### src/design/matrix4_vector_transform_defines.svh
// Assertion macros used by the transform block's back end.
`ifndef MATRIX4_VECTOR_TRANSFORM_DEFINES_SVH
`define MATRIX4_VECTOR_TRANSFORM_DEFINES_SVH

// Same-cycle implication, checked on every rising clock edge out of reset.
`define M4VT_ASSERT_IMP(label, ante, cons, msg) \
    label: assert property (@(posedge i_clk) disable iff (!i_rst_n) (ante) |-> (cons)) \
        else $error(msg);

// Next-cycle implication, checked on every rising clock edge out of reset.
`define M4VT_ASSERT_NXT(label, ante, cons, msg) \
    label: assert property (@(posedge i_clk) disable iff (!i_rst_n) (ante) |=> (cons)) \
        else $error(msg);

`endif

### src/design/m4vt_pkg.sv
// Shared types and constants for the 4x4 matrix vector transform block.
package m4vt_pkg;

    // Word and fixed point widths
    localparam int WORD_BITS = 32;
    localparam int VEC_BITS  = 32;
    localparam int FRAC_BITS = 16;
    localparam int ELEM_BITS = (WORD_BITS < VEC_BITS) ? WORD_BITS : VEC_BITS;
    localparam int PROD_BITS = ELEM_BITS + VEC_BITS;
    localparam int SUM_BITS  = PROD_BITS + 2;

    // Queue between front and back
    localparam int QUEUE_DEPTH    = 4;
    localparam int QUEUE_IDX_BITS = $clog2(QUEUE_DEPTH);
    localparam int QUEUE_CNT_BITS = $clog2(QUEUE_DEPTH + 1);

    // Command codes on the input channel
    localparam logic [1:0] CMD_LOAD    = 2'd0;
    localparam logic [1:0] CMD_MAT_COL = 2'd1;
    localparam logic [1:0] CMD_ROW_MAT = 2'd2;

    // Saturation bounds of a result element
    localparam logic signed [ELEM_BITS-1:0] RES_MAX = {1'b0, {(ELEM_BITS-1){1'b1}}};
    localparam logic signed [ELEM_BITS-1:0] RES_MIN = {1'b1, {(ELEM_BITS-1){1'b0}}};

    typedef logic signed [VEC_BITS-1:0]  t_word;
    typedef logic signed [ELEM_BITS-1:0] t_elem;
    typedef logic signed [PROD_BITS-1:0] t_prod;
    typedef logic signed [SUM_BITS-1:0]  t_sum;

    // Operation carried through the queue
    typedef enum logic [1:0] {
        OP_LOAD = 2'd0,
        OP_COL  = 2'd1,
        OP_ROW  = 2'd2
    } t_op;

    typedef struct packed {
        t_op        op;
        logic [1:0] row;
        t_word [3:0] vec;
    } t_qitem;

endpackage

### src/design/m4vt_queue.sv
// Short FIFO that decouples the front end from the compute back end.
module m4vt_queue (
    input  logic              i_clk,
    input  logic              i_rst_n,
    input  logic              i_push,
    input  m4vt_pkg::t_qitem  i_item,
    output logic              o_full,
    output logic              o_valid,
    output m4vt_pkg::t_qitem  o_item,
    input  logic              i_pop
);
    import m4vt_pkg::*;

    t_qitem                    r_mem [QUEUE_DEPTH];
    logic [QUEUE_IDX_BITS-1:0] r_head, n_head;
    logic [QUEUE_IDX_BITS-1:0] r_tail, n_tail;
    logic [QUEUE_CNT_BITS-1:0] r_count, n_count;

    assign o_full  = (r_count == QUEUE_CNT_BITS'(QUEUE_DEPTH));
    assign o_valid = (r_count != '0);
    assign o_item  = r_mem[r_head];

    // Pointer and fill count updates
    always_comb begin
        n_head  = r_head;
        n_tail  = r_tail;
        n_count = r_count;
        if (i_push) begin
            n_tail  = (r_tail == QUEUE_IDX_BITS'(QUEUE_DEPTH - 1)) ? '0 : r_tail + 1'b1;
        end
        if (i_pop) begin
            n_head  = (r_head == QUEUE_IDX_BITS'(QUEUE_DEPTH - 1)) ? '0 : r_head + 1'b1;
        end
        if (i_push && !i_pop) begin
            n_count = r_count + 1'b1;
        end else if (!i_push && i_pop) begin
            n_count = r_count - 1'b1;
        end
    end

    always_ff @(posedge i_clk) begin
        if (!i_rst_n) begin
            r_head  <= '0;
            r_tail  <= '0;
            r_count <= '0;
        end else begin
            r_head  <= n_head;
            r_tail  <= n_tail;
            r_count <= n_count;
        end
    end

    // Storage
    always_ff @(posedge i_clk) begin
        if (i_push) begin
            r_mem[r_tail] <= i_item;
        end
    end

endmodule

### config.mk
export PLATFORM = sky130hd
export DESIGN_NAME = m4vt_queue
export DESIGN_NICKNAME = d
export VERILOG_FILES = /design/src/design/matrix4_vector_transform_defines.svh /design/src/design/m4vt_pkg.sv /design/src/design/m4vt_queue.sv
export SDC_FILE = /design/constraint.sdc
export NUM_CORES = 1
export LEC_CHECK = 0
export BUFFER_PORTS_ARGS = -buffer_cell sky130_fd_sc_hd__buf_2
export CAP_MARGIN = 20
export CORE_AREA = 2 2 202 184
export DETAILED_ROUTE_END_ITERATION = 10
export DIE_AREA = 0 0 204 186
export PLACE_DENSITY = 0.81
export SYNTH_ARGS = -nofsm -noshare
export SYNTH_HDL_FRONTEND = slang
export SYNTH_SLANG_ARGS = --single-unit
### constraint.sdc
create_clock -name i_clk -period 6.7 [get_ports i_clk]
set_input_delay 1.005 -clock i_clk [delete_from_list [all_inputs] [get_ports i_clk]]
set_output_delay 1.005 -clock i_clk [all_outputs]
set_load 0.005 [all_outputs]
# Word level (Yosys, flattened, before mapping)
# Memories as Yosys holds them, arrays and structs flattened. A register that Yosys moved wholly into a read port is not among the register bits.
# Index checks and enable logic that the tools add are counted.
# totals
elab_cells	25
register_bits	7
ramBits	528
input_bits	136
memories	1
# classes
n_mux	8
reduce_logical	6
eq_ne	3
addsub	4
# memory_table
name	depth	word_bits	rd	rd_ports_with_merged_regs	wr	line_no	source
r_mem	4	132	1	1	1	m4vt_queue.sv:14	t_qitem r_mem [QUEUE_DEPTH];
# ops
op	n
two-way mux 2 bit	4
two-way mux 3 bit	2
adder 2 x 1 -> 2 bit, second input constant	2
equality test 2 bit, second input constant	2
adder 3 x 1 -> 3 bit, second input constant	1
equality test 3 bit, second input constant	1
nonzero test 3 bit	1
subtractor 3 x 1 -> 3 bit, second input constant	1
logical AND 1 bit	2
logical NOT 1 bit	2
two-way mux 1 bit	2
nonzero test 2 bit	1

# Depth between registers and ports, before layout
# Gate-level depths: netlist (run 1).
# logic_depth
word_depth	4
depth_mapped	7
ltp_nobuf	7

# Worst setup path after synthesis (run 1)
# Ideal clock, no wire load.
# synth_path
path_kind	input to register
from	input port i_push
to	memory r_mem[0][0] (netlist name), enable pin
path_buffers	0
arrival_ps	4027
path_stages	1
slack_ps	2167
path_cell_list	and2_1
# synth_via
elab_chain_cells	2
# synth_rtl
item	line_no	source
from (decl)	m4vt_queue.sv:5	input logic i_push,
two-way mux 1 bit	m4vt_queue.sv:55	if (i_push) begin
two-way mux 1 bit (implied by the code)	m4vt_queue.sv:56	r_mem[r_tail] <= i_item;
to (decl)	m4vt_queue.sv:14	
# Every way passes these cells.

==> results of run 1 <==
-- layout make-up --
type / instances / area, sq um / share of cell area [%]
flip-flops and latches: 537 / 16000 / 70.2
repair buffers: 280 / 1450 / 6.36
well taps: 476 / 596 / 2.61
inverters: 4 / 15.0 / 0.0657
diodes: 6 / 15.0 / 0.0657
multi-input cells: 163 / 3250 / 14.2
clock inverters: 24 / 121 / 0.531
clock buffers: 68 / 1360 / 5.96
-- report_power, final --
part           leakage (nW)  switching [mW]  internal, mW
clock                 0.725            1.14          1.42
combinational          1.98           0.266         0.260
sequential             4.93          0.0548          3.84
-- cell families (layout without fill, tap and decap cells) --
kind of cell / after synthesis / count (layout) / share of synthesized area [%]
AOI/OAI and AO/OA: 4 / 4 / 0.128
xor gates and xnor gates: 2 / 2 / 0.0899
adders and majority gates: 7 / 7 / 0.488
buffers and inverters: 34 / 376 / 1.14
DFF: 537 / 537 / 82.3
muxes: 135 / 135 / 15.4
other: 0 / 6 / 0
and+or+nand+nor: 15 / 15 / 0.488
-- synth_stat cells --
master and instances:
a21boi_0 1, ha_1 6, mux4_2 132, buf_6 10, o21a_1 1, buf_2 15
nor3b_1 3, edfxtp_1 528, a21oi_1 1, xnor2_1 1, clkbuf_1 5, mux2i_1 3
fa_1 1, and2_1 5, nor2_1 1, dfxtp_1 9, inv_1 4, xor2_1 1
or3_1 2, nor2b_1 4, o21ai_0 1
-- metal layers --
layer | global-route usage [%] | vias up | share of wire, % | wire, um
li1 | - | 3791 | - | -
met1 | 27.6 | 4645 | 40 | 15200
met2 | 31.6 | 378 | 49 | 18300
met3 | 5.44 | 48 | 9.0 | 3370
met4 | 5.22 | 4 | 1.5 | 565
met5 | 0 | - | 0.067 | 25
-- flip-flops by register name, summed over array words and instances, names as in the netlist, named ones only --
signal	cells
r_head	2
r_mem	528
r_count	3
r_tail	2
-- cells in the final DEF, fill, tap and decap left out, types with 2 or more instances in the layout --
cell,instances
edfxtp_1,528
buf_2,269
mux4_2,132
clkbuf_16,52
clkbuf_1,16
clkinv_1,14
buf_4,9
clkinv_2,7
dfxtp_1,7
diode_2,6
ha_1,6
inv_1,4
and2_4,4
nor2b_1,4
nor3b_1,3
mux2i_1,3
or3_1,2
dfxtp_4,2
inv_6,2
buf_12,2
-- worst reg2reg max path: cells and delay by family (launching register included) --
family	cells	cell delay [ns]
buffers and inverters	2	0.85
AND/OR/NAND/NOR	1	0.80
flip-flops	1	0.34
adder cells (fa/ha/maj)	1	0.16
-- how the worst max path moves through the flow --
stage | depth (start not counted) | slack (ns) | end
after floorplan | 1 | 2.17 | r_mem[0][0]
after global placement | 3 | 3.22 | o_item[36]
after detailed placement | 3 | 3.23 | o_item[36]
after CTS | 3 | 2.59 | o_item[34]
after global routing | 3 | 2.45 | o_item[90]
final | 3 | 2.71 | o_item[34]
-- metrics by stage --
| stage | total power, mW | std cells | hold slack [ns] | util (%) |
|---|---|---|---|---|
| floorplan | 4.24 | 734 | 0.467 | - |
| global placement | 4.47 | 1460 | 0.483 | 59.6 |
| detailed placement | 4.49 | 1460 | 0.521 | 59.6 |
| CTS | 7.05 | 1552 | 0.532 | 63.7 |
| global route | 7.23 | 1554 | 0.558 | 63.7 |
| finish | 6.98 | 1558 | 0.531 | 63.8 |
==> results.cfg, run 1 <==
[clock_network]
clk_latency_ns = 0.58
cts_sinks = 537
cts_buffers = 51
post_cts_buffers = 0
cts_tree = yes
clk_path_buf_depth = 3
post_cts_resized = 0
clk_pin_slew_ns = 0.06
clockRootBuffer = clkbuf_16
holdBufCountCts = 0
ctsHtreeMaxLevel = 2

[global_routing]
grt_pass1_wl_um = 55700
antenna_found_initial = 7
grt_util_all_layers_pct = 19.8
grt_pass1_vias = 9069
grt.overflow.total = 0
grt_max_degree = 86

[finish]
nFillCells = 2350
areaGrowthSynthToFinish_pct = 17.2
drive_above_1_share_pct = 44.6
stdcell_area_sq_um = 22900
fin_nets = 1180

[sta]
min_period_ns = 3.99
finalMaxSlewViolations = 0
setup_tns_ns = 0
setup-violations-final = 0
fmax_ghz = 0.251
min_period_over_period_pct = 59.5
hold_violations = 0
relSlewSlack_pct = 32.9
rsz0062_at_grt = no
finClkSkew_ns = 0.0292
fin_ws_ns = 2.71
max_slew.worst_pin.slew_ns = 1.01

[synth]
yosysUniqueCellTypes = 21
synth_area_sq_um = 19500
synth_warnings = 0
synth-seq-cells = 537
synthesis.nets = 877
ys_seq_area_share_pct = 82.3
synthTopCellsByArea = edfxtp_1, mux4_2, dfxtp_1
yosysTopAreaCellShare_pct = 81.3
syn_inst = 734
syn_avg_cell_area_sq_um = 26.6
synth.largest_area_cell = edfxtp_1

[critical_path]
startpoint_type = flop
reg2reg_depth = 4
critical_path_required_ns = 5.69
path_cells = buf_4 > mux4_2 > buf_2
end_kind = output port
r2r_start = r_tail[0]
crit_buf_inv = 2
reg2reg_to = r_mem[2][30]
critical_path_class = flop to output port
worstPathMaxFanout = 40
cp_slowest_cell = dfxtp_4
critPathArrivalTime_ns = 2.98
cpPeakStageDelay_ns = 0.86
cp_top_family = flip-flops
r2r_slack_ns = 4.10

[placed_design]
pre_cts_ws_ns = 3.23
port_buffers = 269
place_congestion = 0.715
dp_hpwl_um = 21800
placed_area_sq_um = 21400

[detailed_routing]
routedWlPerCell_um = 24.1
vias = 8866
wl_um = 37500
drt_iter0_markers = 631
final_antenna_net_count = 0
drtPass1Iterations = 5
drc = 0
vias_per_cell = 5.69

[hold_path]
holdPathStages = 2
hold_class = flop to flop
min_to = r_count[2]
worst_hold_startpoint = r_count[2]

[power_and_ir_drop]
power_density_nw_per_um2 = 305
p_leak_nw = 7.63
peakVddDrop_uv = 271

[run_status]
status = completed

[floorplanning]
initial_utilization_pct = 54.4
io_pins = 270
die_w_um = 204
die-area_sq_um = 37900
die_y_um = 186
placementRows = 66
coreArea_sq_um = 35800

[flow_run]
drv_cap = 0
Note: power is estimated with default switching activity, not from simulation.
==> run 2, diff against run 1 <==
Settings changed: CORE_AREA 2 2 202 184 to 2 2 210 191, DIE_AREA 0 0 204 186 to 0 0 212 193, PLACE_DENSITY 0.81 to 0.79.
Clock period 6.7 ns to 3.3 ns, I/O delays scaled along.
==> run 2 against run 1 <==
Compared with the run above:
- sequential share of layout area fell by 1.2 points
- clock power rose by 120%
- first-iteration DRC count rose by 9.5%
- die area rose by 7.8%
- combinational power rose by 110%
- setup slack got worse by 2.1 ns
- largest cell class unchanged
- non-clock buffer count rose by 10
- clock-buffer cell count rose by 6
- via count fell by 1.4%
- critical endpoint is now o_item[54]
- wire length fell by 3.6%
- sequential power rose by 100%
- hold slack got worse by 0.39 ns
==> results.cfg, run 2 (synthesis results as in run 1) <==
[finish]
stdcell_area_sq_um = 23200
layout_commonest_cell = edfxtp_1
max_flop_register = r_mem
largest_register_ffs = 528
reg_top3 = r_mem (528), r_count (3)
fin_cells = 1624
fin_nets = 1190
areaGrowthSynthToFinish_pct = 19.3
drive_above_1_share_pct = 45.6
layout_common_cells = edfxtp_1, buf_2, mux4_2

[critical_path]
r2r_start = r_tail[0]
startpoint_type = flop
reg2reg_to = r_mem[3][40]
path_cells = buf_12 > buf_4 > mux4_2 > buf_2
cpPeakStageDelay_ns = 0.54
end_kind = output port
worstPathMaxFanout = 19
critical_path_required_ns = 2.80
critPathArrivalTime_ns = 2.22
reg2reg_depth = 3
cp_slowest_cell = mux4_2
critical_path_class = flop to output port
r2r_slack_ns = 1.44

[floorplanning]
die-area_sq_um = 40900
coreArea_sq_um = 38900
placementRows = 69
initial_utilization_pct = 50.1
io_pins = 270
die_w_um = 212
die_y_um = 193

[clock_network]
clk_pin_slew_ns = 0.06
cts_tree = yes
post_cts_resized = 0
holdBufCountCts = 0
clockRootBuffer = clkbuf_16
post_cts_buffers = 0
cts_sinks = 537
cts_buffers = 51
clk_path_buf_depth = 3
ctsHtreeMaxLevel = 2
clk_latency_ns = 0.56

[sta]
relSlewSlack_pct = 62.2
min_period_over_period_pct = 82.3
finClkSkew_ns = 0.00695
setup-violations-final = 0
finalMaxSlewViolations = 0
min_period_ns = 2.72
fmax_ghz = 0.368
hold_violations = 0
max_slew.worst_pin.slew_ns = 0.566
setup_tns_ns = 0
rsz0062_at_grt = no

[hold_path]
hold_class = primary input to flop
holdPathStages = 1
min_to = r_mem[1][54]
worst_hold_startpoint = i_item[54]

[placed_design]
dp_hpwl_um = 21500
place_congestion = 0.735
placed_area_sq_um = 21600
port_buffers = 269
dp_cells = 1526

[power_and_ir_drop]
peakVddDrop_uv = 466
power_density_nw_per_um2 = 626
p_leak_nw = 7.78

[detailed_routing]
vias_per_cell = 5.38
routedWlPerCell_um = 22.3
drt_iter0_markers = 691
drtPass1Iterations = 5
final_antenna_net_count = 0
drc = 0
wl_um = 36100
vias = 8740

[flow_run]
drv_cap = 0

[global_routing]
grt_util_all_layers_pct = 17.7
grt.overflow.total = 0
grt_pass1_wl_um = 53800
grt_pass1_vias = 9127
antenna_found_initial = 8
grt_max_degree = 76

[run_status]
status = completed
[run 2: where the power goes]
group / total [mW] / switching, mW / internal (mW)
Combinational: 1.13 / 0.571 / 0.559
Clock: 5.56 / 2.31 / 3.24
Sequential: 7.86 / 0.0781 / 7.78
Total: 14.5 / 2.96 / 11.6
[run 2: worst max-delay path by stage]
stage,start,to,slack [ns],depth (start not counted)
after floorplan,r_tail[0],r_mem[2][0],0.69,3
after global placement,flop,o_item[77],1.15,4
after detailed placement,flop,o_item[54],1.13,4
after CTS,flop,o_item[54],0.50,4
after global routing,flop,o_item[54],0.44,4
final,flop,o_item[54],0.58,4
[run 2: metal layers]
layer	routed length, um	share of wire [%]	global-route usage [%]	vias to the layer above
met2	17400	48	27.5	284
met4	537	1.5	5.01	8
met1	15200	42	24.4	4580
met5	41	0.11	0	-
li1	-	-	-	3821
met3	2890	8.0	5.57	47
[run 2: metrics by stage]
step | setup slack (ns) | hold slack [ns] | util (%) | power, mW
detailed placement | 1.13 | 0.524 | 55.6 | 9.16
global placement | 1.15 | 0.490 | 55.6 | 9.11
CTS | 0.503 | 0.100 | 59.7 | 14.7
global route | 0.444 | 0.118 | 59.7 | 15.1
floorplan | 0.686 | 0.467 | - | 8.60
finish | 0.584 | 0.138 | 59.7 | 14.5
[run 2: area by class of cell]
class,instances,area (sq um)
Antenna cell,4,10.0
Clock buffer,74,1440
Clock inverter,20,169
Fill cell,2688,15700
Inverter,4,15.0
Multi-Input combinational cell,163,3250
Sequential cell,537,16000
Tap cell,532,666
Timing Repair Buffer,290,1670
[run 2: critical path, delay by kind of cell (launching register included)]
| kind | cells | cell delay [ns] |
|---|---|---|
| buffers and inverters | 3 | 0.64 |
| flip-flops | 1 | 0.45 |
| multiplexers | 1 | 0.54 |
==> run 3, diff against run 2 <==
Clock period 3.3 ns to 2.3 ns, I/O delays scaled along.
==> run 3 against run 2 <==
Compared with the run above:
- the run now ends with setup timing left
- die area stayed put
- largest power group unchanged
- global-route usage is 2.4 points higher
- highest routed layer unchanged
- non-clock buffer count is 161 higher
- register-to-register slack worse by 0.81 ns
- sequential power rose by 44%
- clock skew increased by 0.0090 ns
- final area grew 9.2%
- wire length increased by 16%
==> results.cfg, run 3 (synthesis results as in run 1) <==
[clock_network]
cts_tree = yes
clk_pin_slew_ns = 0.06
cts_buffers = 51
clk_path_buf_depth = 3
ctsHtreeMaxLevel = 2
clockRootBuffer = clkbuf_16
cts_sinks = 537
clk_latency_ns = 0.58

[sta]
fmax_ghz = 0.416
hold_violations = 0
setup_tns_ns = -5.04
rsz0062_at_grt = yes
relSlewSlack_pct = 66.5
fin_ws_ns = -0.102
min_period_ns = 2.40
finalMaxSlewViolations = 0
setup-violations-final = 118
max_slew.worst_pin.slew_ns = 0.502
finClkSkew_ns = 0.0159
min_period_over_period_pct = 104

[finish]
drive_above_1_share_pct = 42.1
fin_nets = 1351
areaGrowthSynthToFinish_pct = 30.3
max_flop_register = r_mem
layout_commonest_cell = edfxtp_1
fin_cells = 1785
largest_register_ffs = 528
layout_common_cells = edfxtp_1, buf_2, mux4_2, dlygate4sd3_1, clkbuf_16
reg_top3 = r_mem (528), r_count (3)
fin_util_pct = 65.2
nFillCells = 2458

[detailed_routing]
drc = 0
vias = 9591
drt_iter0_markers = 735
vias_per_cell = 5.37
wl_um = 42000
final_antenna_net_count = 0
drtPass1Iterations = 5
routedWlPerCell_um = 23.5

[placed_design]
dp_hpwl_um = 21800
dp_cells = 1530
port_buffers = 269
place_congestion = 0.728

[power_and_ir_drop]
peakVddDrop_uv = 1150
power_density_nw_per_um2 = 843
p_leak_nw = 8.66

[floorplanning]
die-area_sq_um = 40900
placementRows = 69
io_pins = 270
coreArea_sq_um = 38900
initial_utilization_pct = 50.1
die_w_um = 212
die_y_um = 193

[run_status]
violations = setup timing
status = finished with violations

[global_routing]
grt_pass1_vias = 10132
grt.overflow.total = 0
grt_util_all_layers_pct = 20.1
grt_pass1_wl_um = 60300
grt_max_degree = 68
antenna_found_initial = 3

[critical_path]
cp_top_family = buffers and inverters
critical_path_required_ns = 1.96
path_cells = buf_12 > clkbuf_16 > mux4_2 > buf_2
crit_buf_inv = 3
cpPeakStageDelay_ns = 0.54
worstPathMaxFanout = 12
startpoint_type = flop
critical_path_class = flop to output port
critPathArrivalTime_ns = 2.06
end_kind = output port
cp_slowest_cell = mux4_2

[hold_path]
hold_class = primary input to flop

[flow_run]
drv_cap = 0
-- run 3: final timing paths --
check | startpoint | to | slack [ns] | cells past startpoint
hold reg to reg | r_head[1] | flop | 0.55 | 2
setup reg to reg | r_tail[0] | r_mem[0][9] | 0.63 | 4
setup / recovery | flop | o_item[89] | -0.10 | 4
hold / removal | i_rst_n | r_tail[0] | 0.07 | 2
-- run 3: layer usage --
| layer | share of wire, % | wire length, um | global-route usage [%] |
|---|---|---|---|
| met4 | 1.7 | 703 | 4.98 |
| met1 | 41 | 17300 | 27.2 |
| met5 | 0.031 | 13 | 0 |
| met2 | 50 | 20800 | 32.5 |
| met3 | 7.6 | 3180 | 5.94 |
-- run 3: through the flow --
stage	hold WS [ns]	power, mW	setup WS [ns]	instance area [sq um]
floorplan	0.444	12.3	0.369	19500
global placement	0.483	13.1	0.393	21700
detailed placement	0.531	13.2	0.378	21700
CTS	0.0277	21.5	-0.170	25100
global route	0.0465	22.1	-0.176	25400
finish	0.0696	21.4	-0.102	25400
-- run 3: what timing repair did --
action,CTS,global route
endpoints found under the hold margin,528,0
gates cloned,7,6
resized for setup,34,22
buffers inserted,9,4
hold buffers,132,0
endpoints found under the setup margin,109,126
-- run 3: layout make-up --
type / instances / area, sq um / share of cell area (%)
diodes: 3 / 7.51 / 0.0296
well taps: 532 / 666 / 2.62
repair buffers: 451 / 3810 / 15.0
flip-flops and latches: 537 / 16000 / 63.2
clock buffers: 64 / 1370 / 5.39
multi-input cells: 163 / 3250 / 12.8
inverters: 4 / 15.0 / 0.0591
clock inverters: 31 / 230 / 0.907
-- run 3: report_power, final --
group	total, mW	internal (mW)	switching [mW]
sequential	11.3	11.2	0.109
clock	7.99	4.55	3.44
combinational	2.15	1.17	0.980
total	21.4	16.9	4.53
